File: src/oled_gddram_controller_defines.svh
// ----------------------------------------------------------------------------
// OLED GDDRAM controller assertion macros
// Clocked assertion wrappers; empty when NO_ASSERTIONS is defined.
// ----------------------------------------------------------------------------
`ifndef OLED_GDDRAM_CONTROLLER_DEFINES_SVH
`define OLED_GDDRAM_CONTROLLER_DEFINES_SVH

`ifndef NO_ASSERTIONS
// checked outside reset
`define OLEDGC_ASSERT(label, prop, msg) \
  label: assert property (@(posedge clk) disable iff (rst) prop) else $error(msg);
// checked on every edge, reset included
`define OLEDGC_ASSERT_ALWAYS(label, prop, msg) \
  label: assert property (@(posedge clk) prop) else $error(msg);
`else
`define OLEDGC_ASSERT(label, prop, msg)
`define OLEDGC_ASSERT_ALWAYS(label, prop, msg)
`endif

`endif

File: src/oledgc_pkg.sv
// ----------------------------------------------------------------------------
// oledgc_pkg
// Shared types and constants of the OLED GDDRAM controller.
// ----------------------------------------------------------------------------
package oledgc_pkg;

  localparam int COLUMNS_DEF = 128;
  localparam int PAGES_DEF   = 8;

  // host command bytes
  localparam logic [7:0] CMD_COL_ADDR  = 8'h21;
  localparam logic [7:0] CMD_PAGE_ADDR = 8'h22;
  localparam logic [7:0] CMD_DISP_ON   = 8'hAF;
  localparam logic [7:0] CMD_DISP_OFF  = 8'hAE;

  typedef enum logic [1:0] {
    OP_BYTE  = 2'd0,
    OP_RESET = 2'd1,
    OP_QUERY = 2'd2
  } opcode_t;

  typedef enum logic [1:0] {
    ST_CLEAR,
    ST_IDLE,
    ST_READ
  } state_t;

  typedef struct packed {
    logic exec;        // input beat accepted, apply it
    logic clear_en;    // write zero at clear counter and advance
    logic load_query;  // RAM read data valid, load query result
  } ctrl_cmd_t;

  typedef struct packed {
    logic clear_last;
  } ctrl_stat_t;

endpackage

File: src/oledgc_ctrl.sv
// ----------------------------------------------------------------------------
// oledgc_ctrl
// Control FSM: memory clear sweep, beat acceptance, query read, output valid.
// ----------------------------------------------------------------------------
module oledgc_ctrl (
  input  logic                   clk,
  input  logic                   rst,
  input  logic                   in_valid,
  output logic                   in_ready,
  output logic                   out_valid,
  input  logic                   out_ready,
  input  logic [1:0]             opcode,
  output oledgc_pkg::ctrl_cmd_t  cmd,
  input  oledgc_pkg::ctrl_stat_t stat
);

  oledgc_pkg::state_t state, state_next;
  logic               out_valid_next;
  logic               accept;

  assign accept = in_valid && in_ready;

  always_ff @(posedge clk) begin
    if (rst) begin
      state     <= oledgc_pkg::ST_CLEAR;
      out_valid <= 1'b0;
    end else begin
      state     <= state_next;
      out_valid <= out_valid_next;
    end
  end

  // next state
  always_comb begin
    state_next = state;
    unique case (state)
      oledgc_pkg::ST_CLEAR: begin
        if (stat.clear_last) begin
          state_next = oledgc_pkg::ST_IDLE;
        end
      end
      oledgc_pkg::ST_IDLE: begin
        if (accept && opcode == oledgc_pkg::OP_RESET) begin
          state_next = oledgc_pkg::ST_CLEAR;
        end else if (accept && opcode == oledgc_pkg::OP_QUERY) begin
          state_next = oledgc_pkg::ST_READ;
        end
      end
      oledgc_pkg::ST_READ: begin
        state_next = oledgc_pkg::ST_IDLE;
      end
      default: state_next = oledgc_pkg::ST_CLEAR;
    endcase
  end

  // outputs
  always_comb begin
    in_ready       = 1'b0;
    cmd            = '0;
    unique case (state)
      oledgc_pkg::ST_CLEAR: begin
        cmd.clear_en = 1'b1;
      end
      oledgc_pkg::ST_IDLE: begin
        in_ready = !out_valid || out_ready;
        cmd.exec = accept;
      end
      oledgc_pkg::ST_READ: begin
        cmd.load_query = 1'b1;
      end
      default: ;
    endcase

    // output register holds one result beat
    if ((cmd.exec && opcode != oledgc_pkg::OP_QUERY) || cmd.load_query) begin
      out_valid_next = 1'b1;
    end else if (out_ready) begin
      out_valid_next = 1'b0;
    end else begin
      out_valid_next = out_valid;
    end
  end

endmodule

File: config.mk
export PLATFORM = sky130hd
export DESIGN_NAME = oledgc_ctrl
export DESIGN_NICKNAME = d
export VERILOG_FILES = /design/src/oled_gddram_controller_defines.svh /design/src/oledgc_pkg.sv /design/src/oledgc_ctrl.sv
export SDC_FILE = /design/constraint.sdc
export NUM_CORES = 1
export LEC_CHECK = 0
export ABC_CLOCK_PERIOD_IN_PS = 1200
export BUFFER_PORTS_ARGS = -buffer_cell sky130_fd_sc_hd__buf_2
export CAP_MARGIN = 20
export CELL_PAD_IN_SITES_DETAIL_PLACEMENT = 0
export CELL_PAD_IN_SITES_GLOBAL_PLACEMENT = 1
export CORE_AREA = 2 2 39 41
export CTS_BUF_LIST = sky130_fd_sc_hd__clkbuf_8 sky130_fd_sc_hd__clkbuf_16
export CTS_CLUSTER_DIAMETER = 30
export DETAILED_ROUTE_END_ITERATION = 16
export DIE_AREA = 0 0 41 43
export PLACE_DENSITY = 0.51
export SLEW_MARGIN = 20
export SYNTH_ARGS = -nofsm -noshare
export SYNTH_HDL_FRONTEND = slang
export SYNTH_SLANG_ARGS = --single-unit
File: constraint.sdc
create_clock -name clk -period 1.2 [get_ports clk]
set_clock_uncertainty 0.15 [all_clocks]
set_input_delay 0.12 -clock clk [delete_from_list [all_inputs] [get_ports clk]]
set_output_delay 0.12 -clock clk [all_outputs]
set_load 0.01 [all_outputs]
==> impl_metrics.yaml <==
outcome:
  status: "complete, no violations"
grt:
  grt.met3_usage: 0.0157
  grt_pass1_vias: 170
  met1_usage: 0.0707
  grt_max_degree: 6
  grt_pass1_wl_um: 607
  groute.layer.met2.usage: 0.0594
  grt_antenna_before_repair: 0
  top_usage_layer: "met4"
  grt_usage: 0.0562
  grt.overflow.total: 0
cts:
  clock-sinks: 3
  clk_latency_ns: 0.21
  clockBufferDepth: 2
  numCtsBuffers: 3
  cts.clk_slew.worst_paths_ns: 0.03
  cts_tree: "done"
  htreeDepth: 1
  cts_root_buffer: "clkbuf_8"
final_layout:
  diodes: 0
  num-fill-cells: 150
  layout-drive-gt1-share: 0.684
  post-route-util: 0.256
  syn_to_final_growth_pct: 110
  layout.nets: 46
critical_path:
  critical_path_required_ns: 0.93
  worst-r2r-setup-slack_ns: 0.14
  crit_type: "reg -> out"
  cp.arrival_ns: 0.92
  reg2reg_depth: 4
  cp-start-kind: "flop"
  worstPathMaxFanout: 5
  worstSetupEndpointType: "output pin"
floorplan:
  coreArea_mm2: 0.00138
  rows: 14
  ios: 12
  dieArea_mm2: 0.00176
  die_w_um: 41
  start_util: 0.122
  die_height_um: 43
timing:
  post-route-period-util: 0.994
  worstMarginPinSlew_ns: 0.203
  holdWs_ns: 0.0157
  slew_violations: 0
  fmax_mhz: 839
  rsz0062_at_grt: "yes"
  setup_viol: 0
  hold_viol_final: 0
  min_period_ns: 1.19
  max_slew_margin: 0.863
power:
  leakage_nw: 0.161
  power_density_mw_per_mm2: 1310
  irDropWorstVdd_v: 0.000376
  total_power_w: 0.000462
placement:
  gp_congestion: 0.658
  dp.final_hpwl_um: 346
  port-buffer-count: 11
yosys:
  synth-seq-cells: 3
  post-synth-top-count-cell: "nor2_1"
  postSynthCellCount: 20
  synth.top_cell.area_share: 0.356
  yosysWarnings: 0
  synth_seq_area_share: 0.356
  synth_nets: 27
  synthTopCellsByCount: "4 x nor2_1, 3 x dfxtp_1, 3 x nand2b_1"
  ys_top_cells_by_area: "dfxtp_1 36%, nand2b_1 11%, nor2_1 8.9%, nor4_2 7.4%, a41oi_1 5.2%"
  synth_top_area_cell: "dfxtp_1"
  synth_edf_count: 0
  syn-mean-instance-area_um2: 8.45
  yosysUniqueCellTypes: 13
  synth_async_sr_flop_share: 0
  ys.flop_type: "dfxtp_1"
  syn_area_um2: 169
worst_hold_path:
  holdCritPathClass: "in -> reg"
  hold_depth: 2
route:
  drc: 0
  drtAntennaViolNets: 0
  post_drt_wl_per_cell_um: 8.91
  drt-initial-drc-count: 2
  vias_per_cell: 3.81
  firstDrtPassIters: 2
  vias: 206
  wl_um: 481
run:
  maxCapViolCount: 0
[critical path, stage by stage (launching register included)]
cell,delay [ns]
dfxtp_4,0.36
and2b_2,0.23
buf_6,0.12
[layout by cell type (no fill, tap or decap)]
cell,instances
a21oi_1,1
a41oi_1,1
and2b_2,1
buf_2,9
buf_4,3
buf_6,1
clkbuf_8,3
dfxtp_2,1
dfxtp_4,2
dlygate4sd3_1,1
inv_1,1
nand2_2,1
nand2b_1,1
nand2b_4,2
nand3b_1,1
nor2_1,3
nor2_2,1
nor2b_2,1
nor4_2,1
o22ai_1,1
o31ai_1,1
xor2_1,1
[layout make-up]
| type | instances | area [µm²] | area share |
|---|---|---|---|
| multi-input combinational | 17 | 131 | 0.371 |
| timing repair buffer | 14 | 88.8 | 0.251 |
| sequential | 3 | 68.8 | 0.194 |
| clock buffer | 3 | 41.3 | 0.117 |
| tap | 16 | 20.0 | 0.0565 |
| clock inverter | 1 | 3.75 | 0.0106 |
[logic make-up after synthesis]
logic type,synth area share
AOI/OAI and AO/OA,0.163
DFF,0.356
xor gates and xnor gates,0.0519
and+or+nand+nor,0.430
[worst paths after layout]
path / startpoint / end
max: state[0] / cmd[0]
min: in_valid / state[0]
max reg2reg: state[0] / state[0]
min reg2reg: state[0] / state[1]
[what timing repair did]
| item | CTS | global route |
|---|---|---|
| pin swaps | 0 | 3 |
| gates resized for setup | 5 | 6 |
| hold buffers | 1 | 0 |
| hold endpoints to repair | 2 | 0 |
| gates cloned | 0 | 0 |
| setup endpoints to repair | 3 | 4 |
| buffers inserted | 1 | 2 |
[state kept, by name, summed over array words and instances (netlist names)]
name and flops:
state 2, out_valid 1
[routing by layer]
layer | part of all wire | up-vias | wire [µm]
met5 | 0 | - | 0
met4 | 0 | 0 | 0
met3 | 0.079 | 0 | 38
met2 | 0.42 | 9 | 202
met1 | 0.50 | 89 | 240
li1 | - | 108 | -
[power by group]
part	switching [W]	internal, W
clock network	0.0000631	0.000217
registers	0.00000689	0.000104
logic	0.0000325	0.0000379
total	0.000102	0.000360
[stage by stage]
step	cell area, µm²	worst slack (ns)	std cells	TNS [ns]
after floorplan	169	0.143	20	0
after global placement	244	0.117	47	0
after detailed placement	244	0.135	47	0
after CTS	325	0.00160	53	0
after global routing	354	-0.0235	54	-0.0674
final	354	0.00772	54	0
Note: power is estimated with default switching activity, not from simulation.
